[src/rtl/assert_macros.svh]
// Assertion helpers used by the RTL controller.
`ifndef ASSERT_MACROS_SVH
`define ASSERT_MACROS_SVH

// Concurrent check on the rising clock edge, off while reset is held low.
`define PMS_ASSERT(label, clk, rst_n, prop, msg) \
  label: assert property (@(posedge clk) disable iff (!rst_n) prop) else $error(msg);

// Same check, also evaluated during reset.
`define PMS_ASSERT_ALWAYS(label, clk, prop, msg) \
  label: assert property (@(posedge clk) prop) else $error(msg);

`endif

[src/rtl/pms_pkg.sv]
`timescale 1ns / 1ps

package pms_pkg;

  localparam int MEM_DEPTH_DEF       = 64;
  localparam int STACK_COUNT_MAX_DEF = 8;

  localparam int DATA_W       = 32;
  localparam int CNT_W        = 7;
  localparam int ID_W         = 3;
  localparam int CMD_W        = 2;
  localparam int ST_W         = 2;
  localparam int NSTK_W       = 4;
  localparam int IDX_W        = 6;
  localparam int RESULT_LIMIT = 64;
  localparam int CFG_IDX_W    = 1;
  localparam int CFG_DATA_W   = 7;
  localparam int IN_DATA_W    = 40;
  localparam int OUT_USER_W   = 4;

  // commands
  localparam logic [CMD_W-1:0] CMD_PUSH    = 2'd0;
  localparam logic [CMD_W-1:0] CMD_POP     = 2'd1;
  localparam logic [CMD_W-1:0] CMD_QUERY   = 2'd2;
  localparam logic [CMD_W-1:0] CMD_DISPLAY = 2'd3;

  // result status
  localparam logic [ST_W-1:0] ST_OK     = 2'd0;
  localparam logic [ST_W-1:0] ST_FULL   = 2'd1;
  localparam logic [ST_W-1:0] ST_EMPTY  = 2'd2;
  localparam logic [ST_W-1:0] ST_BAD_ID = 2'd3;

  // config register indexes
  localparam logic [CFG_IDX_W-1:0] CFG_NUM_STACKS = 1'd0;
  localparam logic [CFG_IDX_W-1:0] CFG_STACK_SIZE = 1'd1;

  // controller -> datapath
  typedef struct packed {
    logic            latch;
    logic            push_wr;
    logic            pop_dec;
    logic            disp_start;
    logic            disp_next;
    logic            out_load;
    logic            out_mem;
    logic            flags_zero;
    logic            out_last;
    logic [ST_W-1:0] status;
  } dp_cmd_t;

  // datapath -> controller
  typedef struct packed {
    logic             bad;
    logic [CMD_W-1:0] cmd;
    logic             cnt_zero;
    logic             is_full;
    logic             disp_last;
  } dp_stat_t;

endpackage

[src/rtl/partitioned_multi_stack.sv]
// Partitioned multi-stack: one single-port memory of MEM_DEPTH 32-bit words split into
// num_stacks equal partitions, each a LIFO stack. A request names a stack and a command:
// push, pop, query flags, or display contents (bottom to top, tlast on the final entry).
// Full push, empty pop and ids at or beyond the stack count come back with a status; every
// result but a bad id's carries the stack's full/empty flags after the command. Any config
// write clears all fill counts; write config only while no request is in flight. One request
// is handled at a time: push, query and refused commands pass through accept and execute,
// pop adds a wait state (the memory read is registered), and display streams its N entries
// after execute, one entry per cycle while out_tready is high. These steps come from the
// controller's accept/execute sequence and the registered memory read port. A new request
// is accepted while the last result still waits in the output register.
`timescale 1ns / 1ps

module partitioned_multi_stack #(
  parameter int MEM_DEPTH       = pms_pkg::MEM_DEPTH_DEF,
  parameter int STACK_COUNT_MAX = pms_pkg::STACK_COUNT_MAX_DEF
) (
  input  logic                               clk,
  input  logic                               rst_n,
  // config write port
  input  logic                               cfg_we,
  input  logic [pms_pkg::CFG_IDX_W-1:0]      cfg_index,   // 0 num_stacks, 1 stack_size
  input  logic [pms_pkg::CFG_DATA_W-1:0]     cfg_wdata,
  // request stream
  input  logic                               in_tvalid,
  output logic                               in_tready,
  input  logic [pms_pkg::IN_DATA_W-1:0]      in_tdata,    // [2:0] stack_id, [34:3] push_value
  input  logic [pms_pkg::CMD_W-1:0]          in_tuser,    // [1:0] command
  // result stream
  output logic                               out_tvalid,
  input  logic                               out_tready,
  output logic [pms_pkg::DATA_W-1:0]         out_tdata,   // [31:0] data
  output logic [pms_pkg::OUT_USER_W-1:0]     out_tuser,   // [1:0] status, [2] is_full,
                                                          // [3] is_empty
  output logic                               out_tlast
);
  import pms_pkg::*;

  dp_cmd_t           cmd;
  dp_stat_t          stat;
  logic [ST_W-1:0]   out_status;
  logic              out_full;
  logic              out_empty;

  // sequencer: accept, execute, then pop wait or display streaming
  pms_ctrl u_ctrl (
    .clk        (clk),
    .rst_n      (rst_n),
    .in_tvalid  (in_tvalid),
    .in_tready  (in_tready),
    .out_tvalid (out_tvalid),
    .out_tready (out_tready),
    .stat       (stat),
    .cmd        (cmd)
  );

  // config, fill counts, stack memory, output payload
  pms_datapath #(
    .MEM_DEPTH       (MEM_DEPTH),
    .STACK_COUNT_MAX (STACK_COUNT_MAX)
  ) u_dp (
    .clk        (clk),
    .rst_n      (rst_n),
    .cfg_we     (cfg_we),
    .cfg_index  (cfg_index),
    .cfg_wdata  (cfg_wdata),
    .in_cmd     (in_tuser),
    .in_id      (in_tdata[ID_W-1:0]),
    .in_value   (in_tdata[ID_W+DATA_W-1:ID_W]),
    .cmd        (cmd),
    .stat       (stat),
    .out_status (out_status),
    .out_data   (out_tdata),
    .out_full   (out_full),
    .out_empty  (out_empty),
    .out_last   (out_tlast)
  );

  assign out_tuser = {out_empty, out_full, out_status};

endmodule

[src/rtl/pms_datapath.sv]
`timescale 1ns / 1ps

module pms_datapath #(
  parameter int MEM_DEPTH       = pms_pkg::MEM_DEPTH_DEF,
  parameter int STACK_COUNT_MAX = pms_pkg::STACK_COUNT_MAX_DEF
) (
  input  logic                               clk,
  input  logic                               rst_n,
  input  logic                               cfg_we,
  input  logic [pms_pkg::CFG_IDX_W-1:0]      cfg_index,
  input  logic [pms_pkg::CFG_DATA_W-1:0]     cfg_wdata,
  input  logic [pms_pkg::CMD_W-1:0]          in_cmd,
  input  logic [pms_pkg::ID_W-1:0]           in_id,
  input  logic [pms_pkg::DATA_W-1:0]         in_value,
  input  pms_pkg::dp_cmd_t                   cmd,
  output pms_pkg::dp_stat_t                  stat,
  output logic [pms_pkg::ST_W-1:0]           out_status,
  output logic [pms_pkg::DATA_W-1:0]         out_data,
  output logic                               out_full,
  output logic                               out_empty,
  output logic                               out_last
);
  import pms_pkg::*;

  localparam int AW = (MEM_DEPTH > 1) ? $clog2(MEM_DEPTH) : 1;

  // config registers
  logic [NSTK_W-1:0] num_stacks_r;
  logic [CNT_W-1:0]  stack_size_r;

  always_ff @(posedge clk) begin
    if (!rst_n) begin
      num_stacks_r <= NSTK_W'(1);
      stack_size_r <= CNT_W'(RESULT_LIMIT);
    end else if (cfg_we) begin
      unique case (cfg_index)
        CFG_NUM_STACKS: num_stacks_r <= cfg_wdata[NSTK_W-1:0];
        CFG_STACK_SIZE: stack_size_r <= cfg_wdata[CNT_W-1:0];
      endcase
    end
  end

  // partition size per stack count, worked out at elaboration
  logic [CNT_W-1:0] cap_tab [16];
  for (genvar g = 0; g < 16; g++) begin : g_cap
    localparam int CAP_RAW = (g == 0 || g > STACK_COUNT_MAX) ? 0 :
                             MEM_DEPTH / ((g == 0) ? 1 : g);
    localparam int CAP = (CAP_RAW > RESULT_LIMIT) ? RESULT_LIMIT : CAP_RAW;
    assign cap_tab[g] = CNT_W'(CAP);
  end

  logic [NSTK_W-1:0] n_eff;
  logic [CNT_W-1:0]  cap;
  logic [CNT_W-1:0]  size;

  always_comb begin
    if ({1'b0, num_stacks_r} > 5'(STACK_COUNT_MAX)) n_eff = NSTK_W'(STACK_COUNT_MAX);
    else                                           n_eff = num_stacks_r;
    cap  = cap_tab[n_eff];
    size = (stack_size_r < cap) ? stack_size_r : cap;
  end

  // latched request
  logic [CMD_W-1:0]  cmd_r;
  logic [ID_W-1:0]   id_r;
  logic [DATA_W-1:0] val_r;

  always_ff @(posedge clk) begin
    if (cmd.latch) begin
      cmd_r <= in_cmd;
      id_r  <= in_id;
      val_r <= in_value;
    end
  end

  // fill counts
  logic [CNT_W-1:0] fill_r [STACK_COUNT_MAX];
  logic [CNT_W-1:0] cnt_raw;
  logic [CNT_W-1:0] cnt;

  always_comb begin
    cnt_raw = '0;
    for (int g = 0; g < STACK_COUNT_MAX; g++) begin
      if (5'(id_r) == 5'(g)) cnt_raw = fill_r[g];
    end
    cnt = (cnt_raw > size) ? size : cnt_raw;
  end

  always_ff @(posedge clk) begin
    for (int g = 0; g < STACK_COUNT_MAX; g++) begin
      if (!rst_n || cfg_we) begin
        fill_r[g] <= '0;
      end else if (5'(id_r) == 5'(g)) begin
        if (cmd.push_wr)      fill_r[g] <= cnt + CNT_W'(1);
        else if (cmd.pop_dec) fill_r[g] <= cnt - CNT_W'(1);
      end
    end
  end

  // address: partition base plus slot offset
  logic [IDX_W-1:0] idx_r;
  logic [9:0]       base;
  logic [CNT_W-1:0] offset;
  logic [10:0]      addr_sum;
  logic [AW-1:0]    mem_addr;
  logic             rd_en;

  always_comb begin
    base = 10'(id_r) * 10'(size);
    if (cmd.pop_dec)         offset = cnt - CNT_W'(1);
    else if (cmd.disp_start) offset = '0;
    else if (cmd.disp_next)  offset = CNT_W'(idx_r) + CNT_W'(1);
    else                     offset = cnt;
    addr_sum = 11'(base) + 11'(offset);
    mem_addr = addr_sum[AW-1:0];
    rd_en    = cmd.pop_dec | cmd.disp_start | cmd.disp_next;
  end

  always_ff @(posedge clk) begin
    if (cmd.disp_start)     idx_r <= '0;
    else if (cmd.disp_next) idx_r <= idx_r + IDX_W'(1);
  end

  // stack memory
  logic [DATA_W-1:0] mem [MEM_DEPTH];
  logic [DATA_W-1:0] rdata_r;

  always_ff @(posedge clk) begin
    if (cmd.push_wr) mem[mem_addr] <= val_r;
    if (rd_en)       rdata_r <= mem[mem_addr];
  end

  // output payload
  logic [ST_W-1:0]   out_status_r;
  logic [DATA_W-1:0] out_data_r;
  logic              out_full_r;
  logic              out_empty_r;
  logic              out_last_r;

  always_ff @(posedge clk) begin
    if (cmd.out_load) begin
      out_status_r <= cmd.status;
      out_data_r   <= cmd.out_mem ? rdata_r : '0;
      out_last_r   <= cmd.out_last;
      if (cmd.flags_zero) begin
        out_full_r  <= 1'b0;
        out_empty_r <= 1'b0;
      end else if (cmd.push_wr) begin
        out_full_r  <= ({1'b0, cnt} + 8'd1) >= {1'b0, size};
        out_empty_r <= 1'b0;
      end else begin
        out_full_r  <= cnt >= size;
        out_empty_r <= cnt == '0;
      end
    end
  end

  assign stat.bad       = ({1'b0, id_r} >= n_eff) || (5'(id_r) >= 5'(STACK_COUNT_MAX));
  assign stat.cmd       = cmd_r;
  assign stat.cnt_zero  = cnt == '0;
  assign stat.is_full   = cnt >= size;
  assign stat.disp_last = (CNT_W'(idx_r) + CNT_W'(1)) == cnt;

  assign out_status = out_status_r;
  assign out_data   = out_data_r;
  assign out_full   = out_full_r;
  assign out_empty  = out_empty_r;
  assign out_last   = out_last_r;

endmodule

[src/rtl/pms_ctrl.sv]
`timescale 1ns / 1ps
`include "assert_macros.svh"

module pms_ctrl (
  input  logic              clk,
  input  logic              rst_n,
  input  logic              in_tvalid,
  output logic              in_tready,
  output logic              out_tvalid,
  input  logic              out_tready,
  input  pms_pkg::dp_stat_t stat,
  output pms_pkg::dp_cmd_t  cmd
);
  import pms_pkg::*;

  localparam logic [1:0] S_IDLE = 2'd0;
  localparam logic [1:0] S_EXEC = 2'd1;
  localparam logic [1:0] S_POPW = 2'd2;
  localparam logic [1:0] S_DISP = 2'd3;

  logic [1:0] state_r, state_nxt;
  logic       out_valid_r, out_valid_nxt;
  logic       out_free;

  assign out_free  = !out_valid_r || out_tready;
  assign in_tready = state_r == S_IDLE;

  always_comb begin
    cmd       = '0;
    cmd.latch = in_tvalid && in_tready;
    state_nxt = state_r;
    unique case (state_r)
      S_IDLE: begin
        if (in_tvalid) state_nxt = S_EXEC;
      end
      S_EXEC: begin
        if (out_free) begin
          cmd.out_last = 1'b1;
          state_nxt    = S_IDLE;
          if (stat.bad) begin
            cmd.out_load   = 1'b1;
            cmd.flags_zero = 1'b1;
            cmd.status     = ST_BAD_ID;
          end else begin
            unique case (stat.cmd)
              CMD_PUSH: begin
                cmd.out_load = 1'b1;
                cmd.push_wr  = !stat.is_full;
                cmd.status   = stat.is_full ? ST_FULL : ST_OK;
              end
              CMD_POP: begin
                if (stat.cnt_zero) begin
                  cmd.out_load = 1'b1;
                  cmd.status   = ST_EMPTY;
                end else begin
                  cmd.pop_dec = 1'b1;
                  state_nxt   = S_POPW;
                end
              end
              CMD_QUERY: begin
                cmd.out_load = 1'b1;
                cmd.status   = ST_OK;
              end
              CMD_DISPLAY: begin
                if (stat.cnt_zero) begin
                  cmd.out_load = 1'b1;
                  cmd.status   = ST_EMPTY;
                end else begin
                  cmd.disp_start = 1'b1;
                  state_nxt      = S_DISP;
                end
              end
            endcase
          end
        end
      end
      S_POPW: begin
        if (out_free) begin
          cmd.out_load = 1'b1;
          cmd.out_mem  = 1'b1;
          cmd.out_last = 1'b1;
          cmd.status   = ST_OK;
          state_nxt    = S_IDLE;
        end
      end
      S_DISP: begin
        if (out_free) begin
          cmd.out_load = 1'b1;
          cmd.out_mem  = 1'b1;
          cmd.out_last = stat.disp_last;
          cmd.status   = ST_OK;
          if (stat.disp_last) state_nxt = S_IDLE;
          else                cmd.disp_next = 1'b1;
        end
      end
    endcase
  end

  always_comb begin
    if (cmd.out_load)    out_valid_nxt = 1'b1;
    else if (out_tready) out_valid_nxt = 1'b0;
    else                 out_valid_nxt = out_valid_r;
  end

  always_ff @(posedge clk) begin
    if (!rst_n) begin
      state_r     <= S_IDLE;
      out_valid_r <= 1'b0;
    end else begin
      state_r     <= state_nxt;
      out_valid_r <= out_valid_nxt;
    end
  end

  assign out_tvalid = out_valid_r;

  `PMS_ASSERT(a_accept_to_exec, clk, rst_n, (in_tvalid && in_tready) |=> (state_r == S_EXEC), "accepted request did not reach execute")
  `PMS_ASSERT(a_valid_from_load, clk, rst_n, $rose(out_valid_r) |-> $past(cmd.out_load), "result valid rose without a load")
  `PMS_ASSERT(a_last_ends_item, clk, rst_n, (cmd.out_load && cmd.out_last) |=> (state_r == S_IDLE), "final result did not end the request")
  `PMS_ASSERT_ALWAYS(a_one_mem_op, clk, !(cmd.push_wr && (cmd.pop_dec || cmd.disp_start || cmd.disp_next)), "write and read issued together")

endmodule

[config.mk]
export PLATFORM = sky130hd
export DESIGN_NAME = partitioned_multi_stack
export DESIGN_NICKNAME = d
export VERILOG_FILES = /design/src/rtl/pms_pkg.sv /design/src/rtl/partitioned_multi_stack.sv /design/src/rtl/pms_datapath.sv /design/src/rtl/pms_ctrl.sv
export VERILOG_INCLUDE_DIRS = /design/src /design/src/rtl
export SDC_FILE = /design/constraint.sdc
export NUM_CORES = 2
export LEC_CHECK = 0
export ABC_CLOCK_PERIOD_IN_PS = 14000
export BUFFER_PORTS_ARGS = -buffer_cell sky130_fd_sc_hd__buf_2
export CAP_MARGIN = 10
export CORE_ASPECT_RATIO = 1.75
export CORE_MARGIN = 2
export CORE_UTILIZATION = 65
export CTS_BUF_LIST = sky130_fd_sc_hd__clkbuf_4 sky130_fd_sc_hd__clkbuf_8
export DETAILED_ROUTE_END_ITERATION = 6
export MAX_ROUTING_LAYER = met4
export PLACE_DENSITY_LB_ADDON = 0.25
export SETUP_SLACK_MARGIN = 0.1
export SLEW_MARGIN = 20
export SYNTH_ARGS = -nofsm -noshare
export SYNTH_HDL_FRONTEND = slang
export SYNTH_SLANG_ARGS = --single-unit
[constraint.sdc]
create_clock -name clk -period 14 [get_ports clk]
set_clock_uncertainty 0.2 [all_clocks]
set_input_delay 2.1 -clock clk [delete_from_list [all_inputs] [get_ports clk]]
set_output_delay 2.1 -clock clk [all_outputs]
set_load 0.005 [all_outputs]
Word level (Yosys, flattened, before mapping)
Memory sizes are Yosys's and may differ from the RTL's. A register that Yosys moved wholly into a read port is not among the register bits. Cells that the tools add are included.

Memories: 3. Latch bits: 0. Word-level logic and storage cells: 212. Output and inout port bits: 39. Input port bits: 55. Bits in writable memories: 2104. Register bits: 94. ROM bits: 112.

Muxes and demuxes: 126. Shift-type cells: 0. Reduce and logical (&&, ||, !) cells: 17. Bitwise logic cells: 20. Divide/modulo/power cells: 0. Add/subtract/negate cells: 6. Multiply operators: 1. Order comparisons: 7. Eq/ne operators: 19.

Memories: u_dp.mem (depth 64, bits a word 32, read ports 1, clocked after Yosys merged registers in 1, wr ports 1, line pms_datapath.sv:125) `logic [DATA_W-1:0] mem [MEM_DEPTH];`; (name not given) (depth 16, bits a word 7, read ports 1, clocked after Yosys merged registers in 0, wr ports 0, line pms_datapath.sv:59) `cap = cap_tab[n_eff];`; u_dp.fill_r (depth 8, bits a word 7, read ports 8, clocked after Yosys merged registers in 0, wr ports 8, line pms_datapath.sv:77) `logic [CNT_W-1:0] fill_r [STACK_COUNT_MAX];`.

Operators with widths (number): $mux W7 (28); $mux W1 (69); $mux W2 (11); $mux W3 (6); $mux W6 (3); $or A1 B1 Y1 (18); $eq A3 B3 Y1 const B (4); $pmux W3 S3 (1); $add A7 B1 Y8 const B (1); $eq A2 B2 Y1 const B (4); $ge A8 B7 Y1 (1); $mux W4 (2); $ne A2 B1 Y1 const B (4); $pmux W2 S4 (1); $add A6 B1 Y7 const B (1); $add A7 B1 Y7 const B (1); $eq A7 B7 Y1 (1); $ge A7 B7 Y1 (1); $gt A7 B7 Y1 (1); $logic_not A7 Y1 (1); $lt A7 B7 Y1 (1); $mul A3 B7 Y6 (1); $sub A7 B1 Y7 const B (1); $add A6 B1 Y6 const B (1); 23 further kinds (33).

Longest topological paths before layout
Depth after elaboration: 23. Mapped depth: 47. Mapped depth without buffers: 42.

Hierarchy
From an unflattened synthesis, not the netlist that was laid out.

Cells, all modules: 4760. Area total of the unflattened synthesis: 83867.9 µm².

Modules (own cells, without submodules): pms_datapath (instances 1, cells an instance 4718, area an instance 83573.9 µm²); pms_ctrl (instances 1, cells an instance 40, area an instance 279.0 µm²); partitioned_multi_stack (instances 1, cells an instance 2, area an instance 15.0 µm²).

Least setup slack after synthesis
No wires, ideal clock.

Path kind: reg-to-reg. From: register u_dp.num_stacks_r[2]. To: memory u_dp.mem[10][0], enable pin. Path slack: 1493 ps. Setup time: 461 ps. Data arrival time: 11846 ps. Cell stages (with the launch flop): 45. Path buffers: 4. Required time: 13339 ps. Period minus slack after synthesis: 12507 ps. Path through: dfxtp_1 clkbuf_1 xor2_1 nor2b_1 inv_1 ha_1 a21oi_1 o21ai_0 maj3_1 a21oi_1 nand2_1 o21ai_0 inv_1 ha_1 nand3_1 or3_1 a221oi_2 nor2_1 [9 not listed] o21ai_0 nor4_1 nor2_1 nor2_1 inv_1 o221ai_1 ha_1 ha_1 fa_1 a21o_1 a21oi_1 xnor2_1 xnor2_1 xnor2_1 xor2_1 xnor2_4 buf_2 nor3_1.

Longest elaborated chain between the ends: 19. Elaborated cells on any way between the ends: 33. Classes of those cells: 2 x add/sub; 1 x mul; 5 x order compare; 1 x eq/ne; 20 x mux; 1 x bitwise; 2 x reduce/logical; 1 x memory.

RTL lines: from (decl) (line pms_datapath.sv:28) `logic [NSTK_W-1:0] num_stacks_r;`; from (signal assigned) (line pms_datapath.sv:37) `CFG_NUM_STACKS: num_stacks_r <= cfg_wdata[NSTK_W-1:0];`; $gt A4 B4 Y1 (line pms_datapath.sv:57) `if ({1'b0, num_stacks_r} > 5'(STACK_COUNT_MAX)) n_eff = NSTK_W'(STACK_COUNT_MAX);`; $mux W4 (*) (line pms_datapath.sv:57); $not A4 Y5 (not written as such) (line pms_datapath.sv:59); $mem_v2 Z16 W7; $mux W7 (not written as such) (2 in series) (line pms_datapath.sv:59); $lt A7 B7 Y1 (line pms_datapath.sv:60) `size = (stack_size_r < cap) ? stack_size_r : cap;`; $mux W7 (line pms_datapath.sv:60); $gt A7 B7 Y1 (line pms_datapath.sv:86) `cnt = (cnt_raw > size) ? size : cnt_raw;`; [2 not listed]; $mux W1 (line pms_ctrl.sv:52, pms_ctrl.sv:65); $mux W1 (line pms_ctrl.sv:45) `unique case (stat.cmd)`; $mux W3 (line pms_ctrl.sv:40) `if (stat.bad) begin`; $mux W3 (line pms_ctrl.sv:37) `if (out_free) begin`; $mux W3 (line pms_ctrl.sv:32) `unique case (state_r)`; $mux W6 (line pms_datapath.sv:111) `else if (cmd.disp_start) offset = '0;`; $mux W6 (line pms_datapath.sv:110) `if (cmd.pop_dec) offset = cnt - CNT_W'(1);`; $add A6 B6 Y6 (line pms_datapath.sv:114) `addr_sum = 11'(base) + 11'(offset);`; to (decl) (line pms_datapath.sv:125).

Mark *: on every way between the ends. The rest lies on a longest branch, timed or not. The select of a mux whose other input is x is not followed.

Worst setup path in the final report
From: register u_dp.num_stacks_r[1]. To: register u_dp.rdata_r[23] (read register of u_dp.mem), data pin.

Longest elaborated chain between the ends: 19. Elaborated cells on any way between the ends: 30. Classes of those cells: 2 x add/sub; 1 x mul; 4 x order compare; 1 x eq/ne; 17 x mux; 3 x bitwise; 1 x reduce/logical; 1 x memory.

RTL lines: $gt A4 B4 Y1 (line pms_datapath.sv:57); $mux W4 (*) (line pms_datapath.sv:57); $not A4 Y5 (not written as such) (line pms_datapath.sv:59); $mem_v2 Z16 W7; $mux W7 (not written as such) (2 in series) (line pms_datapath.sv:59); $lt A7 B7 Y1 (line pms_datapath.sv:60); $mux W7 (line pms_datapath.sv:60); $gt A7 B7 Y1 (line pms_datapath.sv:86); [2 not listed]; $mux W1 (line pms_ctrl.sv:52, pms_ctrl.sv:65); $mux W1 (line pms_ctrl.sv:45); $mux W3 (line pms_ctrl.sv:40); $mux W3 (line pms_ctrl.sv:37); $mux W3 (line pms_ctrl.sv:32); $mux W6 (line pms_datapath.sv:111); $mux W6 (line pms_datapath.sv:110); $add A6 B6 Y6 (line pms_datapath.sv:114); to (decl) (line pms_datapath.sv:126) `logic [DATA_W-1:0] rdata_r;`.

Marked as above. A chain may end at the register's enable or synchronous reset.

==> run metrics <==
fraction of post-synthesis cell area in the top cell type by area=0.794; number of nets in the layout=between 5000 and 6000; Worst Max-Slew Pin Slew=1.14 ns; share of the clock period used by the worst path after layout=0.905; number of antenna violations at the first check in global routing=13; CTS hold repair buffers=0; y dimension of the die=around 480 microns; leading post-synthesis cells by cell area=sky130_fd_sc_hd__edfxtp_1, sky130_fd_sc_hd__a22oi_1, sky130_fd_sc_hd__nand4_1; row cnt=174; filler cell count in the final layout=7500; average wire per cell in the routed design=between 30 and 40 microns; fraction of layout cells with a size suffix above 1=0.165; worst skew pair latency=slightly above 1 ns; pin count of the biggest net entering global routing=between 100 and 150; Final Routed Wirelength=around 220000 microns; number of top-level design ports=94; die footprint=about 130000 sq um; largest area contributor in the netlist=sky130_fd_sc_hd__edfxtp_1; dominant cell type by count on the critical path=sky130_fd_sc_hd__o21ai_0; final weighted congestion of routability-driven global placement=between 0.9 and 1; vias in the first global route=between 40000 and 50000; Post-CTS Setup Bufs=0; Design Power=21600 uW; number of library cell types mapped by synthesis=78; Setup TNS Final=0 ns; part of the Yosys area used for sequential elements=0.799; number of iterations in the first detailed-routing pass=6; clock root buffer=sky130_fd_sc_hd__clkbuf_8; mapped cell area=approximately 84000 sq um; max frequency=roughly 0.079 GHz; via count of the routed design=~50000; first-pass GRT wire length=roughly 320000 microns; Static Leakage=roughly 0.029 uW; fraction of the mapped netlist area in simple logic gates=0.0404; mean cell area of the mapped netlist=about 18 sq um; crit path setup slack, layout=between 1 and 1.5 ns; clock-pin slew of the registers on the worst-case setup and hold paths=0.06 ns; largest delay contributor family on the critical path=compound AO/OA/AOI/OAI gates; maximum buffer depth of the clock tree=4; H-tree lvl count=5; Via-to-Cell Ratio=a little over 7; number of cells upsized or downsized after cts=0; endpoint required time on the critical path=14.67 ns; min cycle time layout=roughly 13 ns; max-slew violation count=0; crit-path max FO=50; count of flip-flops with a built-in enable after synthesis=roughly 2200; Crit path buffers/inverters=8; final hold vios=0; cts bufs inserted=~310; count of input and output buffers=88; DRC viols=0; XOR/XNOR share of the synthesized area=0.00358; Slew Limit Headroom=0.232; Worst setup SP type=register; Yosys warnings=0; class of the most critical setup path=reg2reg; detailed router's first-iteration violation count=roughly 7300; highest cell delay on the worst timing path=0.84 ns; relative area change from synthesis to final layout=11.4%; primary flip-flop cell chosen by synthesis mapping=sky130_fd_sc_hd__edfxtp_1; critical path data arrival time=approximately 13 ns; Peak supply drop=~0.00023 V; min-delay worst type=reg2reg; adder-cell area share of the yosys netlist=0.00674; commonest cells in the synthesized netlist=sky130_fd_sc_hd__edfxtp_1, sky130_fd_sc_hd__a22oi_1, sky130_fd_sc_hd__clkbuf_1; global route overflow=0; total of max-cap violations=0; RSZ-0062 raised after global routing=no; compound-cell area share of the yosys netlist=0.126; Antenna Nets Post-Route=0; core area=around 130000 sq um; Die X-Extent=275 microns; Num Clock Sinks=2230; element type at the critical path end=register; HPWL Detailed=between 100000 and 150000 microns; Power per Cell Area=approximately 230 nW/um^2; post-synthesis sequential element count=between 2000 and 2500; Setup WS pre-CTS=around 1.5 ns; number of nets produced by synthesis=slightly below 5000; initial core utilization=0.653; outcome=complete, no violations; main combinational cell family by area after synthesis=compound AO/OA/AOI/OAI gates; clock tree from TritonCTS=built; cell with the most instances after synthesis=sky130_fd_sc_hd__edfxtp_1; FFs w/ async S/R, synth=0; Worst path slowest cell=sky130_fd_sc_hd__and2_4; setup-violating endpoint count in the final report=0; multiplexer share of the synthesized area=0.00752; GRT Total Usage=0.352; Post-Syn Instances=about 4700
[registers in the layout (all words and copies together) (netlist names)]
| register | flops |
|---|---|
| u_dp.mem | 2048 |
| u_dp.fill_r | 56 |
| u_dp.out_data | 32 |
| u_dp.rdata_r | 32 |
| u_dp.val_r | 32 |
| u_dp.stack_size_r | 7 |
| u_dp.idx_r | 6 |
| u_dp.num_stacks_r | 4 |
| u_dp.id_r | 3 |
| u_ctrl.state_r | 2 |
| u_dp.cmd_r | 2 |
| u_dp.out_status | 2 |
| u_ctrl.out_tvalid | 1 |
| u_dp.out_empty | 1 |
| u_dp.out_full | 1 |
| u_dp.out_last | 1 |
[cell families (layout without fill, tap and decap cells)]
family	Yosys count	in the layout
AO/OA/AOI/OAI	1419	1419
XOR/XNOR	32	32
adder cells (fa/ha/maj)	41	41
buffers and inverters	359	876
flip-flops	2230	2230
multiplexers	52	52
other	0	4
AND/OR/NAND/NOR	610	610
[worst register-to-register path, delay by kind of cell, from the launching register on]
| family | cells | cell delay, ns |
|---|---|---|
| AO/OA/AOI/OAI | 14 | 3.94 |
| AND/OR/NAND/NOR | 12 | 3.48 |
| adder cells (fa/ha/maj) | 5 | 2.43 |
| buffers and inverters | 8 | 1.89 |
| flip-flops | 1 | 0.42 |
| multiplexers | 1 | 0.25 |
[layout by cell type (no fill, tap or decap), drive strengths merged, types with 77 or more instances in the layout]
cell type / Yosys / layout
edfxtp: 2210 / 2210
a22oi: 768 / 768
clkbuf: 262 / 399
buf: 60 / 307
nand4: 247 / 247
o21ai: 159 / 159
a221oi: 135 / 135
a22o: 130 / 130
clkinv: 1 / 115
nor3: 81 / 81
nor2: 77 / 77
[layer usage]
layer,GRT usage,routed length (microns),part of all wire
met4,0.171,11400,0.051
met2,0.574,114000,0.51
met5,-,0,0
met1,0.423,74200,0.33
met3,0.0666,24000,0.11
[power breakdown]
group	total (uW)	internal [uW]	switching [uW]	leakage, uW
sequential	7860	7810	55.0	0.0202
combinational	8940	2690	6250	0.00588
clock	4790	2490	2310	0.00305
total	21600	13000	8610	0.0291
[metrics by stage]
stage                     instance area (sq um)   util  hold slack [ns]  cells
after detailed placement                  87200  0.681            0.272   6399
after global routing                      93000  0.727            0.308   6936
after global placement                    87200  0.681            0.263   6399
after floorplan                           83500      -            0.254   4743
final                                     93000  0.727            0.280   6936
after CTS                                 93000  0.726            0.280   6931
[worst paths after layout]
path                        startpoint  slack [ns]               end  depth (start not counted)
hold / removal           u_dp.idx_r[1]        0.28     u_dp.idx_r[1]                          2
setup reg to reg  u_dp.num_stacks_r[1]        1.33  u_dp.rdata_r[23]                         40
hold reg to reg          u_dp.idx_r[1]        0.28     u_dp.idx_r[1]                          2
setup / recovery  u_dp.num_stacks_r[1]        1.33  u_dp.rdata_r[23]                         40
[layout make-up]
| class | count | area, sq um | share of cell area |
|---|---|---|---|
| flip-flops and latches | 2230 | 66800 | 0.718 |
| clock inverters | 133 | 816 | 0.00877 |
| multi-input cells | 2154 | 15800 | 0.170 |
| well taps | 1672 | 2090 | 0.0225 |
| diodes | 4 | 10.0 | 0.000108 |
| inverters | 37 | 139 | 0.00149 |
| repair buffers | 307 | 2440 | 0.0263 |
| clock buffers | 399 | 4980 | 0.0535 |
(Power assumes the default switching activity.)
